===== src/rtl/care_pkg.sv =====
// Package for the collision-aware rank estimator: widths, constants, opcodes and state codes.
`default_nettype none

package care_pkg;

	localparam int WINDOW_DEPTH_DEF = 8;
	localparam int MAX_PARENTS_DEF  = 16;

	localparam int BE_W     = 3;
	localparam int CW_W     = 5;
	localparam int PROB_W   = 17;
	localparam int RANK_W   = 16;
	localparam int PCNT_W   = 5;
	localparam int MHRI_W   = 11;
	localparam int PW_W     = 33;   // Q1.32 power, up to 1.0
	localparam int MUL_A_W  = 33;
	localparam int MUL_B_W  = 11;
	localparam int MUL_W    = MUL_A_W + MUL_B_W;
	localparam int DIV_W    = 40;   // dividend and quotient shift register
	localparam int DIV_BITS = 8;    // quotient bits per cycle
	localparam int DIV_STEPS = DIV_W / DIV_BITS;
	localparam int DCNT_W   = $clog2(DIV_STEPS);

	localparam logic [BE_W-1:0]   BE_RESET   = 3'd3;
	localparam logic [BE_W-1:0]   BE_MAX     = 3'd5;
	localparam int                NBR_MIN    = 2;
	localparam logic [PROB_W-1:0] ONE_Q16    = 17'h10000;
	localparam logic [PW_W-1:0]   PW_ONE     = 33'h1_0000_0000;
	localparam logic [PW_W-1:0]   PW_HALF_LSB = 33'h0_0000_8000;
	localparam logic [RANK_W-1:0] RANK_INF   = 16'hFFFF;
	localparam logic [MHRI_W-1:0] MHRI_RESET = 11'd256;

	localparam int IN_DATA_W  = 40;
	localparam int OUT_DATA_W = 56;

	typedef enum logic [1:0] {
		OP_COLLISION = 2'd0,
		OP_SUCCESS   = 2'd1,
		OP_RANK_REQ  = 2'd2,
		OP_LRN_RESET = 2'd3
	} op_t;

	typedef enum logic [4:0] {
		ST_IDLE = 5'b00001,
		ST_MUL  = 5'b00010,
		ST_DIV  = 5'b00100,
		ST_PROB = 5'b01000,
		ST_RANK = 5'b10000
	} state_t;

endpackage

`default_nettype wire


===== src/rtl/collision_aware_rank_estimator.sv =====
// Collision-aware rank estimator: event sequencer with a shared multiplier and divider.
//
// Input items arrive on s_tvalid/s_tready; s_tuser carries the opcode, s_tdata the
// DAG flag, parent count, parent flag, parent rank and base rank. A transfer with a
// collision, success or learning-reset opcode updates state on transfer and yields
// no result. A rank request runs a sequencer over one shared 33x11 multiplier and a
// radix-256 long divider (8 quotient bits per cycle): each of the k-1 power factors
// takes one multiply step and one division, then the probability, the window average
// (a division by WINDOW_DEPTH) and the rank follow; k is the neighbor count
// (2..MAX_PARENTS). s_tready stays low while a rank request runs.
// The result is held in an output register until m_tready takes it; the next input
// can be accepted while it waits, but a new result waits in the final state until
// the output register is free. The probability window is a small memory with one
// valid bit per entry and a running sum, so no clearing pass is needed.
// Reset (arst_n low) restores the exponent 3, neighbor count 2, an empty window,
// zero mean and a rank increase of 256. cfg_we writes min_hop_rank_increase.
`default_nettype none

module collision_aware_rank_estimator
	import care_pkg::*;
#(
	parameter int WINDOW_DEPTH = WINDOW_DEPTH_DEF,
	parameter int MAX_PARENTS  = MAX_PARENTS_DEF
) (
	input  wire logic                  clk,
	input  wire logic                  arst_n,
	input  wire logic                  s_tvalid,
	output      logic                  s_tready,
	// dag_present[0], parent_count[5:1], has_parent[6], parent_rank[22:7],
	// node_rank[38:23], zero pad[39]
	input  wire logic [IN_DATA_W-1:0]  s_tdata,
	// opcode[1:0]
	input  wire logic [1:0]            s_tuser,
	output      logic                  m_tvalid,
	input  wire logic                  m_tready,
	// rank[15:0], collision_prob[32:16], mean_prob[49:33], reward_positive[50],
	// zero pad[55:51]
	output      logic [OUT_DATA_W-1:0] m_tdata,
	input  wire logic                  cfg_we,
	input  wire logic [MHRI_W-1:0]     cfg_wdata
);

	localparam int K_W   = $clog2(MAX_PARENTS + 1);
	localparam int POS_W = (WINDOW_DEPTH > 1) ? $clog2(WINDOW_DEPTH) : 1;
	localparam int SUM_W = PROB_W + $clog2(WINDOW_DEPTH);
	localparam int DVS_W = ($clog2(WINDOW_DEPTH + 1) > CW_W) ? $clog2(WINDOW_DEPTH + 1) : CW_W;

	state_t st_q;

	logic [MHRI_W-1:0] mhri_q;
	logic [BE_W-1:0]   be_q;
	logic [K_W-1:0]    k_q;
	logic [K_W-1:0]    fcnt_q;
	logic [POS_W-1:0]  pos_q;
	logic [PROB_W-1:0] mean_q;
	logic [PROB_W-1:0] p_q;
	logic [PROB_W-1:0] avg_q;
	logic [SUM_W-1:0]  sum_q;
	logic [PW_W-1:0]   pw_q;
	logic              has_parent_q;
	logic [RANK_W-1:0] parent_rank_q;
	logic [RANK_W-1:0] node_rank_q;

	logic [DIV_W-1:0]  dd_q;
	logic [DVS_W-1:0]  rem_q;
	logic [DVS_W-1:0]  dvs_q;
	logic [DCNT_W-1:0] dcnt_q;
	logic              div_avg_q;

	logic [PROB_W-1:0] win_mem [WINDOW_DEPTH];
	logic [PROB_W-1:0] win_rd_q;
	logic [WINDOW_DEPTH-1:0] win_vld_q;

	logic                  m_tvalid_q;
	logic [OUT_DATA_W-1:0] m_tdata_q;

	// input unpack
	op_t               in_op;
	logic              in_dag;
	logic [PCNT_W-1:0] in_pcnt;
	logic              in_has_parent;
	logic [RANK_W-1:0] in_parent_rank;
	logic [RANK_W-1:0] in_node_rank;
	logic              in_xfer;

	assign in_op          = op_t'(s_tuser);
	assign in_dag         = s_tdata[0];
	assign in_pcnt        = s_tdata[5:1];
	assign in_has_parent  = s_tdata[6];
	assign in_parent_rank = s_tdata[22:7];
	assign in_node_rank   = s_tdata[38:23];

	assign s_tready = (st_q == ST_IDLE);
	assign in_xfer  = s_tvalid && s_tready;
	assign m_tvalid = m_tvalid_q;
	assign m_tdata  = m_tdata_q;

	// new neighbor count from the parent count: clamp to MAX_PARENTS, floor at 2
	logic [K_W-1:0] k_new;
	always_comb begin
		if (32'(in_pcnt) > 32'(MAX_PARENTS)) begin
			k_new = K_W'(MAX_PARENTS);
		end else if (in_pcnt > PCNT_W'(1)) begin
			k_new = K_W'(in_pcnt);
		end else begin
			k_new = K_W'(NBR_MIN);
		end
	end

	logic [K_W-1:0] k_eff;
	assign k_eff = in_dag ? k_new : k_q;

	// contention window 2^BE-1 clamped to 1..31
	logic [CW_W-1:0] cw;
	assign cw = (be_q == '0) ? CW_W'(1) : CW_W'((6'd1 << be_q) - 6'd1);

	// shared multiplier
	logic [MUL_A_W-1:0] mul_a;
	logic [MUL_B_W-1:0] mul_b;
	logic [MUL_W-1:0]   mul_p;
	always_comb begin
		if (st_q == ST_MUL) begin
			mul_a = pw_q;
			mul_b = MUL_B_W'(cw - CW_W'(1));
		end else begin
			mul_a = MUL_A_W'(p_q);
			mul_b = mhri_q;
		end
	end
	assign mul_p = mul_a * mul_b;

	// shared divider: eight restoring steps per cycle
	logic [DIV_W-1:0] dd_nxt;
	logic [DVS_W:0]   rr;
	always_comb begin
		dd_nxt = dd_q;
		rr     = {1'b0, rem_q};
		for (int j = 0; j < DIV_BITS; j++) begin
			rr     = {rr[DVS_W-1:0], dd_nxt[DIV_W-1]};
			dd_nxt = {dd_nxt[DIV_W-2:0], 1'b0};
			if (rr >= {1'b0, dvs_q}) begin
				rr        = rr - {1'b0, dvs_q};
				dd_nxt[0] = 1'b1;
			end
		end
	end

	// probability from the Q1.32 power, rounded half up to Q1.16
	logic [PW_W-1:0]   pw_rnd;
	logic [PROB_W-1:0] p_new;
	assign pw_rnd = pw_q + PW_HALF_LSB;
	assign p_new  = ONE_Q16 - pw_rnd[PW_W-1:16];

	// window running sum: drop the entry being replaced, add the new sample
	logic [PROB_W-1:0] win_old;
	logic [SUM_W-1:0]  sum_new;
	assign win_old = win_vld_q[pos_q] ? win_rd_q : '0;
	assign sum_new = sum_q - SUM_W'(win_old) + SUM_W'(p_new);

	logic [POS_W-1:0] pos_nxt;
	assign pos_nxt = (pos_q == POS_W'(WINDOW_DEPTH - 1)) ? '0 : pos_q + POS_W'(1);

	// rank and mean
	logic [PROB_W:0]   mean_sum;
	logic [PROB_W-1:0] mean_new;
	logic [RANK_W:0]   rank_sum;
	logic [RANK_W-1:0] rank_new;
	assign mean_sum = {1'b0, mean_q} + {1'b0, avg_q};
	assign mean_new = mean_sum[PROB_W:1];
	assign rank_sum = {1'b0, parent_rank_q} + (RANK_W+1)'(mul_p[27:16]);

	always_comb begin
		priority if (node_rank_q == '0) begin
			rank_new = RANK_INF;
		end else if (!has_parent_q) begin
			rank_new = node_rank_q;
		end else if (rank_sum[RANK_W]) begin
			rank_new = RANK_INF;
		end else begin
			rank_new = rank_sum[RANK_W-1:0];
		end
	end

	logic rank_go;
	assign rank_go = (st_q == ST_RANK) && (!m_tvalid_q || m_tready);

	always_ff @(posedge clk or negedge arst_n) begin
		if (!arst_n) begin
			mhri_q <= MHRI_RESET;
		end else if (cfg_we) begin
			mhri_q <= cfg_wdata;
		end
	end

	// sequencer and control state
	always_ff @(posedge clk or negedge arst_n) begin
		if (!arst_n) begin
			st_q      <= ST_IDLE;
			be_q      <= BE_RESET;
			k_q       <= K_W'(NBR_MIN);
			pos_q     <= '0;
			mean_q    <= '0;
			sum_q     <= '0;
			win_vld_q <= '0;
			fcnt_q    <= '0;
			dcnt_q    <= '0;
			div_avg_q <= 1'b0;
		end else begin
			unique case (st_q)
				ST_IDLE: begin
					if (in_xfer) begin
						unique case (in_op)
							OP_COLLISION: begin
								if (be_q < BE_MAX) be_q <= be_q + BE_W'(1);
							end
							OP_SUCCESS: begin
								if (be_q != '0) be_q <= be_q - BE_W'(1);
							end
							OP_LRN_RESET: begin
								be_q   <= BE_RESET;
								k_q    <= K_W'(NBR_MIN);
								pos_q  <= '0;
								mean_q <= '0;
							end
							OP_RANK_REQ: begin
								k_q    <= k_eff;
								fcnt_q <= k_eff - K_W'(1);
								st_q   <= ST_MUL;
							end
							default: ;
						endcase
					end
				end
				ST_MUL: begin
					dcnt_q    <= '0;
					div_avg_q <= 1'b0;
					st_q      <= ST_DIV;
				end
				ST_DIV: begin
					dcnt_q <= dcnt_q + DCNT_W'(1);
					if (dcnt_q == DCNT_W'(DIV_STEPS - 1)) begin
						if (div_avg_q) begin
							st_q <= ST_RANK;
						end else begin
							fcnt_q <= fcnt_q - K_W'(1);
							st_q   <= (fcnt_q == K_W'(1)) ? ST_PROB : ST_MUL;
						end
					end
				end
				ST_PROB: begin
					win_vld_q[pos_q] <= 1'b1;
					sum_q     <= sum_new;
					pos_q     <= pos_nxt;
					dcnt_q    <= '0;
					div_avg_q <= 1'b1;
					st_q      <= ST_DIV;
				end
				ST_RANK: begin
					if (rank_go) begin
						mean_q <= mean_new;
						st_q   <= ST_IDLE;
					end
				end
				default: st_q <= ST_IDLE;
			endcase
		end
	end

	// datapath registers
	always_ff @(posedge clk) begin
		if (in_xfer) begin
			has_parent_q  <= in_has_parent;
			parent_rank_q <= in_parent_rank;
			node_rank_q   <= in_node_rank;
			pw_q          <= PW_ONE;
		end
		if (st_q == ST_MUL) begin
			dd_q  <= DIV_W'(mul_p);
			rem_q <= '0;
			dvs_q <= DVS_W'(cw);
		end else if (st_q == ST_DIV) begin
			dd_q  <= dd_nxt;
			rem_q <= rr[DVS_W-1:0];
			if (dcnt_q == DCNT_W'(DIV_STEPS - 1)) begin
				if (div_avg_q) begin
					avg_q <= dd_nxt[PROB_W-1:0];
				end else begin
					pw_q <= dd_nxt[PW_W-1:0];
				end
			end
		end else if (st_q == ST_PROB) begin
			p_q   <= p_new;
			dd_q  <= DIV_W'(sum_new);
			rem_q <= '0;
			dvs_q <= DVS_W'(WINDOW_DEPTH);
		end
	end

	// window memory: registered read at the current position
	always_ff @(posedge clk) begin
		if (st_q == ST_PROB) begin
			win_mem[pos_q] <= p_new;
		end
		win_rd_q <= win_mem[pos_q];
	end

	// output register
	always_ff @(posedge clk or negedge arst_n) begin
		if (!arst_n) begin
			m_tvalid_q <= 1'b0;
		end else if (rank_go) begin
			m_tvalid_q <= 1'b1;
		end else if (m_tready) begin
			m_tvalid_q <= 1'b0;
		end
	end

	always_ff @(posedge clk) begin
		if (rank_go) begin
			m_tdata_q <= {5'd0, (p_q < mean_new), mean_new, p_q, rank_new};
		end
	end

	a_be_range: assert property (@(posedge clk) disable iff (!arst_n) be_q <= BE_MAX)
		else $error("backoff exponent out of range");

	a_k_range: assert property (@(posedge clk) disable iff (!arst_n)
		(k_q >= K_W'(NBR_MIN)) && (32'(k_q) <= 32'(MAX_PARENTS)))
		else $error("neighbor count out of range");

	a_pos_range: assert property (@(posedge clk) disable iff (!arst_n)
		32'(pos_q) < 32'(WINDOW_DEPTH))
		else $error("window position out of range");

	a_factor_left: assert property (@(posedge clk) disable iff (!arst_n)
		(st_q == ST_MUL) |-> (fcnt_q != '0))
		else $error("power step started with no factor left");

endmodule

`default_nettype wire


===== config.mk =====
export PLATFORM = sky130hd
export DESIGN_NAME = collision_aware_rank_estimator
export DESIGN_NICKNAME = d
export VERILOG_FILES = /design/src/rtl/care_pkg.sv /design/src/rtl/collision_aware_rank_estimator.sv
export SDC_FILE = /design/constraint.sdc
export NUM_CORES = 1
export LEC_CHECK = 0
export BUFFER_PORTS_ARGS = -buffer_cell sky130_fd_sc_hd__buf_2
export CAP_MARGIN = 10
export CORE_ASPECT_RATIO = 1.5
export CORE_UTILIZATION = 50
export DETAILED_ROUTE_END_ITERATION = 7
export GPL_ROUTABILITY_DRIVEN = 1
export GPL_TIMING_DRIVEN = 0
export PLACE_DENSITY = 0.67
export SYNTH_ARGS = -nofsm -noshare
export SYNTH_HDL_FRONTEND = slang
export SYNTH_SLANG_ARGS = --single-unit

===== constraint.sdc =====
create_clock -name clk -period 33.4 [get_ports clk]
set_input_delay 10.02 -clock clk [delete_from_list [all_inputs] [get_ports clk]]
set_output_delay 10.02 -clock clk [all_outputs]
set_load 0.02 [all_outputs]

==> impl_metrics.yaml <==
status:
  status: "finished with violations"
  violations: "design-rule violations"
route:
  via_count: 23300
  routedWlPerCell_um: 21.5
  route.met2.wl_mm: 45.3
  via_per_inst: 5.69
  met1_length_mm: 31.6
  dr_wl_met3_mm: 4.93
  drcViolationCount: 15
  dr.max_layer_used: "met5"
  ant_nets: 0
  drtIter0Drc: 1792
  routed_wl_mm: 88.2
  drtPass1Iterations: 8
place:
  place_congestion: 0.981
  post-place-ws_ps: 16480
  placed_area_um2: 33600
  io_buffers: 108
  dp_hpwl_mm: 69.2
global_route:
  grt_max_degree: 59
  antenna_found_initial: 1
  overflow: 0
  grt_pass1_vias: 24700
  grt_usage_pct: 28.5
  grt_pass1_wl_mm: 137
sta:
  hold_viol: 0
  fin_skew_ps: 39.1
  drv_slew: 0
  setup_tns_ps: 0
  final.setup.worst_slack_ps: 16350
  worst_slew_pin_slew_ps: 1440
  finalSetupViolCount: 0
  fmax_mhz: 58.7
  min_period_ps: 17050
  rsz0062_at_grt: "no"
  min_period_over_period_pct: 51.0
  max_slew_margin_pct: 2.93
synth:
  syn_inst: 2992
  yosys-top-cells-area: "edfxtp_1, fa_1, ha_1"
  post-synth-top-count-cell: "nand2_1"
  synth_edf_count: 299
  synthFlopType: "edfxtp_1"
  synth_top_area_share_pct: 28.5
  yosys_warnings: 0
  ys_seq_elements: 436
  avgSynthCellArea_um2: 10.5
  ys_seq_area_share_pct: 38.5
  synthesis.area_um2: 31500
  yosys.area.top_type: "edfxtp_1"
  synthTopCellsByCount: "nand2_1, inv_1, fa_1"
  synthDistinctLibCells: 89
  synthArstFlopShare_pct: 18.8
job:
  max_cap_viol_count: 0
floorplan:
  die_area_um2: 64000
  die_y_um: 309
  core_um2: 62200
  row_count: 112
  floorplan.initialDensity_pct: 50.6
  fp.dieW_um: 207
  boundaryPins: 116
final_layout:
  final_area_um2: 35100
  area_growth_pct: 11.4
  nNetsFinal: 3799
  drive_gt1_share_pct: 8.07
  diodes: 0
worst_setup_path:
  cp_slowest_stage_delay_ps: 810
  crit_required_ps: 33940
  critPathSlowestCell: "edfxtp_1"
  critPathMaxFanout: 10
  cp-start-kind: "register"
  cp.arrival_ps: 17590
  worstSetupPathType: "reg -> reg"
  end_kind: "register"
clock_tree:
  cts.clk_slew.worst_paths_ps: 70
  htreeDepth: 2
  post_cts_buffers: 0
  cts_buffer_depth: 3
  cts_root_buf: "clkbuf_16"
  cts_buffers: 44
  clkLatencyLatePin_ps: 630
  cts.repair.resized: 0
  clock_sinks: 436
  cts_tree: "done"
  cts_hold_buffers: 0
min_path:
  hold_path_class: "reg -> reg"
per-stage QoR:
| step | util, % | cells | hold slack, ps |
|---|---|---|---|
| finish | 56.4 | 4095 | 462 |
| global route | 56.4 | 4095 | 486 |
| CTS | 56.3 | 4093 | 463 |
| detailed placement | 54.0 | 4012 | 453 |
| global placement | 53.7 | 4003 | 442 |
| floorplan | - | 3097 | 434 |
critical path: cells and delay by family (launching register included):
| family | cells | cell delay, ps |
|---|---|---|
| compound gates | 32 | 7920 |
| fa+ha+maj | 8 | 2860 |
| simple gates | 15 | 2600 |
| buf+inv | 5 | 1460 |
| mux | 4 | 1250 |
| flops | 1 | 810 |
kinds of logic after synthesis:
kind of cell / Yosys count / synth area share, %
simple gates: 892 / 13.2
compound gates: 526 / 11.1
buf+inv: 483 / 5.85
fa+ha+maj: 479 / 26.2
flops: 436 / 38.5
xor+xnor: 135 / 3.75
mux: 39 / 1.39
other cells: 2 / 0.0238
registers in the layout, indices dropped and copies added, names as in the netlist:
name	count
p_q	17
node_rank_q	16
win_vld_q	8
k_q	5
fcnt_q	5
mhri_q	11
m_tdata	51
dcnt_q	3
parent_rank_q	16
pw_q	33
mean_q	17
win_rd_q	17
dvs_q	5
pos_q	3
be_q	3
m_tvalid	1
div_avg_q	1
sum_q	20
dd_q	40
st_q	5
win_mem	136
has_parent_q	1
avg_q	17
rem_q	5
metal layers:
metal  vias up  track usage [%]
met2       823             50.9
met5         -                0
met3       269             3.84
met1     11600             31.4
met4         2             18.1
li1      10600                -
path summary, 6_finish.rpt:
kind | startpoint | endpoint | slack [ps] | depth (start not counted)
max in group asynchronous | arst_n | k_q[1]$_DFFE_PN1P_ | 23380 | 2
min in group asynchronous | arst_n | mean_q[0]$_DFFE_PN0P_ | 9320 | 1
worst min-delay path | pw_q[8]$_DFF_P_ | pw_q[8]$_DFF_P_ | 460 | 2
worst min register to register | pw_q[8]$_DFF_P_ | pw_q[8]$_DFF_P_ | 460 | 2
worst max-delay path | dvs_q[1]$_SDFFCE_PN0P_ | rem_q[1]$_SDFFE_PP0P_ | 16350 | 64
worst max register to register | dvs_q[1]$_SDFFCE_PN0P_ | rem_q[1]$_SDFFE_PP0P_ | 16350 | 64
layout by cell type, fill, tap and decap left out, types with 28 or more instances in the layout:
cell type,count
xor2_1,49
nor3_1,28
a22oi_1,82
a21oi_1,99
dfrtp_1,77
buf_2,107
ha_1,178
nand3_1,57
fa_1,301
nor2_1,115
o21ai_0,134
conb_1,107
clkbuf_16,45
nand4_1,29
inv_1,369
and3_1,79
nand2_1,442
dfxtp_1,55
a21o_1,44
and2_1,34
edfxtp_1,299
clkbuf_1,106
xnor2_1,86
layout make-up:
cell class | count | area (um2)
well taps | 798 | 998
fillers | 5451 | 27100
multi-input cells | 2178 | 18000
inverters | 373 | 1400
repair buffers | 119 | 709
plain buffers | 110 | 439
clock inverters | 29 | 253
clock buffers | 52 | 1180
flip-flops and latches | 436 | 12100
Power is left out: the tool's default activity adds up to more than one toggle a clock period on the data nets, which glitch-free logic cannot reach.
